### src/rtl/fsba_sweep.sv
// Post-reset sweep that walks every bitmap address once, so that every frame is marked allocated.
// It has no dependencies. The top level instantiates it.
module fsba_sweep #(
	parameter int unsigned NUM_FRAMES = 1024
) (
	input  logic                          clk,
	input  logic                          arst_n,
	output logic                          active,
	output logic [$clog2(NUM_FRAMES)-1:0] addr
);

	localparam int unsigned IDX_W = $clog2(NUM_FRAMES);
	localparam logic [IDX_W-1:0] LAST = IDX_W'(NUM_FRAMES - 1);

	logic             active_q;
	logic [IDX_W-1:0] addr_q;

	always_ff @(posedge clk or negedge arst_n) begin
		if (!arst_n) begin
			active_q <= 1'b1;
			addr_q   <= '0;
		end else if (active_q) begin
			addr_q <= addr_q + IDX_W'(1);
			if (addr_q == LAST) begin
				active_q <= 1'b0;
			end
		end
	end

	assign active = active_q;
	assign addr   = addr_q;

endmodule

### config.mk
export PLATFORM = sky130hd
export DESIGN_NAME = fsba_sweep
export DESIGN_NICKNAME = d
export VERILOG_FILES = /design/src/rtl/fsba_sweep.sv
export SDC_FILE = /design/constraint.sdc
export NUM_CORES = 1
export LEC_CHECK = 0
export BUFFER_PORTS_ARGS = -buffer_cell sky130_fd_sc_hd__buf_2
export CAP_MARGIN = 20
export CORE_MARGIN = 1
export CORE_UTILIZATION = 35
export DETAILED_ROUTE_END_ITERATION = 16
export HOLD_SLACK_MARGIN = 0.08
export PLACE_DENSITY = 0.63
export RECOVER_POWER = 50
export SLEW_MARGIN = 10
export SYNTH_ARGS = -nofsm -noshare
export SYNTH_HDL_FRONTEND = slang
export SYNTH_SLANG_ARGS = --single-unit
export TNS_END_PERCENT = 30
### constraint.sdc
create_clock -name clk -period 1.7 [get_ports clk]
set_input_delay 0.17 -clock clk [delete_from_list [all_inputs] [get_ports clk]]
set_output_delay 0.17 -clock clk [all_outputs]
set_load 0.1 [all_outputs]
==> metrics.txt <==
# TYPE chip_impl_metric gauge
chip_impl_info{name="status",value="complete, no violations"} 1
chip_impl_metric{name="power.leakage",unit="nW"} 0.324
chip_impl_metric{name="post_synth_instance_area",unit="um^2"} 488
chip_impl_metric{name="final_antenna_net_count",unit=""} 0
chip_impl_info{name="clock-root-buffer",value="sky130_fd_sc_hd__clkbuf_4"} 1
chip_impl_metric{name="initial_core_util",unit="%"} 37.5
chip_impl_metric{name="post_cts_resized",unit=""} 0
chip_impl_metric{name="cts.sinks",unit=""} 11
chip_impl_metric{name="die-height",unit="um"} 39.3
chip_impl_metric{name="drt_iter0_drc",unit=""} 1
chip_impl_metric{name="numPortBuffers",unit=""} 12
chip_impl_metric{name="syn-mean-instance-area",unit="um^2"} 12.8
chip_impl_metric{name="grt_max_degree",unit=""} 12
chip_impl_metric{name="finalMaxSlewViolations",unit=""} 0
chip_impl_metric{name="drive_gt1_share",unit="%"} 38.9
chip_impl_metric{name="path_buf_inv",unit=""} 1
chip_impl_metric{name="yosysUniqueCellTypes",unit=""} 16
chip_impl_metric{name="count_of_mapped_cells_out_of_synthesis",unit=""} 38
chip_impl_metric{name="worst-endpoint-arrival",unit="ns"} 1.35
chip_impl_metric{name="cap_violations",unit=""} 0
chip_impl_metric{name="post_cts.repair.setup_buffers",unit=""} 0
chip_impl_metric{name="detail_route.first_pass.iterations",unit=""} 2
chip_impl_info{name="startpoint",value="active"} 1
chip_impl_metric{name="crit_path_max_fanout",unit=""} 8
chip_impl_info{name="cp_slowest_cell",value="sky130_fd_sc_hd__dfstp_4"} 1
chip_impl_metric{name="detailed_route_wl",unit="um"} 785
chip_impl_metric{name="number_of_antenna_violations_at_the_first_check_in_global_routing",unit=""} 0
chip_impl_metric{name="grt_usage",unit="%"} 14.2
chip_impl_metric{name="coreArea",unit="mm^2"} 0.00130
chip_impl_metric{name="fillCellCount",unit=""} 133
chip_impl_metric{name="worst_ir_drop_vdd",unit="V"} 0.000393
chip_impl_metric{name="p_sw",unit="mW"} 0.0864
chip_impl_metric{name="rd_place_congestion",unit=""} 0.650
chip_impl_metric{name="worstPathRequired",unit="ns"} 1.53
chip_impl_metric{name="cts.clk_slew.worst_paths",unit="ns"} 0.07
chip_impl_info{name="setup.worst_path.class",value="flip-flop to output pin"} 1
chip_impl_metric{name="worst-slew-pin-transition",unit="ns"} 0.580
chip_impl_metric{name="cellInternalPower",unit="mW"} 0.354
chip_impl_metric{name="n_antenna_cell",unit=""} 0
chip_impl_metric{name="final.min_clock_period",unit="ns"} 1.52
chip_impl_metric{name="boundaryPins",unit=""} 13
chip_impl_info{name="reg2reg_from",value="active"} 1
chip_impl_metric{name="min_period_over_period",unit="%"} 89.5
chip_impl_metric{name="post_drt_via_cell_ratio",unit=""} 4.84
chip_impl_metric{name="max_freq",unit="GHz"} 0.657
chip_impl_info{name="cp_top_family",value="flip-flops"} 1
chip_impl_info{name="path_cells",value="buf_2"} 1
chip_impl_metric{name="powerDensity",unit="mW/mm^2"} 749
chip_impl_metric{name="combinationalPowerShare",unit="%"} 1.6
chip_impl_info{name="tritoncts",value="done"} 1
chip_impl_metric{name="clock_buffer_count_from_cts",unit=""} 3
chip_impl_metric{name="fin_hold_ws",unit="ns"} 0.403
chip_impl_metric{name="clk_skew",unit="ns"} 0.00727
chip_impl_metric{name="die_area",unit="mm^2"} 0.00155
chip_impl_metric{name="yosys_warnings",unit=""} 0
chip_impl_metric{name="wl_per_cell",unit="um"} 11.4
chip_impl_metric{name="clockPowerShare",unit="%"} 39.1
chip_impl_metric{name="grt_overflow",unit=""} 0
chip_impl_metric{name="detailroute.via_count",unit=""} 334
chip_impl_metric{name="drc_errors",unit=""} 0
chip_impl_metric{name="die_w",unit="um"} 39.3
chip_impl_metric{name="grt_pass1_wl",unit="um"} 1320
chip_impl_metric{name="area_growth",unit="%"} 20.5
chip_impl_metric{name="setup_violations",unit=""} 0
chip_impl_metric{name="h-tree-depth",unit=""} 1
chip_impl_metric{name="slowest_delay",unit="ns"} 0.66
chip_impl_metric{name="netSwitchingFraction",unit="%"} 19.6
chip_impl_metric{name="clkLatencyLatePin",unit="ns"} 0.27
chip_impl_metric{name="synth-seq-area-share",unit="%"} 56.7
chip_impl_metric{name="synth.net_count",unit=""} 41
chip_impl_metric{name="max_slew_margin",unit="%"} 61.3
chip_impl_info{name="cp_endpoint_kind",value="output pin"} 1
chip_impl_metric{name="seqPwrFrac",unit="%"} 59.4
chip_impl_info{name="cp-start-kind",value="flip-flop"} 1
chip_impl_metric{name="hold_violations",unit=""} 0
chip_impl_metric{name="dp_hpwl",unit="um"} 571
chip_impl_metric{name="number_of_global_route_vias_before_repair",unit=""} 305
chip_impl_info{name="hold_path_class",value="input pin to asynchronous set/reset pin"} 1
chip_impl_metric{name="finish.net_count",unit=""} 58
chip_impl_info{name="unrepaired_setup_endpoints_after_global_routing",value="no"} 1
chip_impl_metric{name="num_rows",unit=""} 13
chip_impl_metric{name="synthesized_flop_and_latch_total",unit=""} 11
chip_impl_metric{name="final_util",unit="%"} 45.2
chip_impl_metric{name="ctsLongestPathBuffers",unit=""} 2
==> layout by cell type (no fill, tap or decap), types with 2 or more instances in the layout <==
master	instances
sky130_fd_sc_hd__buf_2	11
sky130_fd_sc_hd__clkbuf_1	2
sky130_fd_sc_hd__xnor2_1	4
sky130_fd_sc_hd__dfrtp_1	8
sky130_fd_sc_hd__nor2_1	3
sky130_fd_sc_hd__clkbuf_4	3
sky130_fd_sc_hd__dfrtp_2	2
sky130_fd_sc_hd__xor2_1	5
sky130_fd_sc_hd__nand4_1	3
sky130_fd_sc_hd__nand2_1	4
==> through the flow <==
| stage | total power, mW | std cells | setup WS, ns | area, um^2 | TNS (ns) |
|---|---|---|---|---|---|
| global placement | 0.272 | 64 | 0.450 | 569 | 0 |
| finish | 0.441 | 69 | 0.178 | 588 | 0 |
| global route | 0.464 | 69 | 0.143 | 588 | 0 |
| CTS | 0.452 | 69 | 0.149 | 606 | 0 |
| detailed placement | 0.273 | 64 | 0.442 | 569 | 0 |
| floorplan | 0.266 | 38 | -0.0177 | 495 | -0.0306 |
==> flip-flops by register name (all words and copies together), names as in the netlist <==
register / count
active: 1
addr: 10
==> logic make-up (layout without fill, tap and decap cells) <==
| group | count (synthesis) | count (layout) | share of synthesized area, % |
|---|---|---|---|
| simple gates | 14 | 14 | 19.2 |
| mux | 1 | 1 | 2.31 |
| xor+xnor | 9 | 9 | 16.2 |
| fa+ha+maj | 1 | 1 | 2.56 |
| buf+inv | 1 | 17 | 1.02 |
| compound gates | 1 | 1 | 2.05 |
| flops | 11 | 11 | 56.7 |
==> synth_stat cells <==
library cell	count	area, um^2
sky130_fd_sc_hd__ha_1	1	12.5
sky130_fd_sc_hd__nand2_1	4	15.0
sky130_fd_sc_hd__nand4_1	2	12.5
sky130_fd_sc_hd__nand4_2	1	12.5
sky130_fd_sc_hd__dfrtp_1	10	250
sky130_fd_sc_hd__dfstp_2	1	26.3
sky130_fd_sc_hd__nor2_1	3	11.3
sky130_fd_sc_hd__xor2_1	5	43.8
sky130_fd_sc_hd__nor3_2	1	10.0
sky130_fd_sc_hd__nand3_1	1	5.00
sky130_fd_sc_hd__clkbuf_2	1	5.00
sky130_fd_sc_hd__mux2_2	1	11.3
sky130_fd_sc_hd__and3_1	1	6.26
sky130_fd_sc_hd__xnor2_1	4	35.0
sky130_fd_sc_hd__o31a_2	1	10.0
sky130_fd_sc_hd__nand4_4	1	21.3
==> layout make-up <==
type                       instances  area [um^2]  share of cell area, %
clock buffer                       4         26.3                   4.47
sequential                        11          283                   48.1
tap                               15         18.8                   3.19
multi-input combinational         26          191                   32.6
timing repair buffer              13         68.8                   11.7
==> routing by layer <==
layer  vias up  GRT usage [%]  part of all wire (%)
li1        163              -                     -
met3         2           10.2                   8.7
met1       158           17.6                    47
met4         0           7.76                   1.5
met2        11           17.5                    42
met5         -              0                     0
==> worst paths after layout <==
check	end	slack [ns]	cells after the start
max reg2reg	addr[9]	0.38	3
min in group clk	addr[9]	0.50	1
max	active	0.18	1
min reg2reg	addr[9]	0.50	1
min	addr[6]	0.40	2
max in group asynchronous	addr[2]	0.88	2
==> power groups by stage <==
stage | combinational, mW | clock [mW] | sequential [mW]
floorplan | 0.000000116 | 0 | 0.266
global placement | 0.00599 | 0 | 0.266
detailed placement | 0.00630 | 0 | 0.266
CTS | 0.00802 | 0.183 | 0.261
global route | 0.00855 | 0.194 | 0.261
finish | 0.00699 | 0.172 | 0.262
==> timing repair <==
item,4_1_cts,5_1_grt
endpoints found under the setup margin,0,0
endpoints found under the hold margin,11,0
hold buffers,1,0
(Power assumes the default switching activity.)
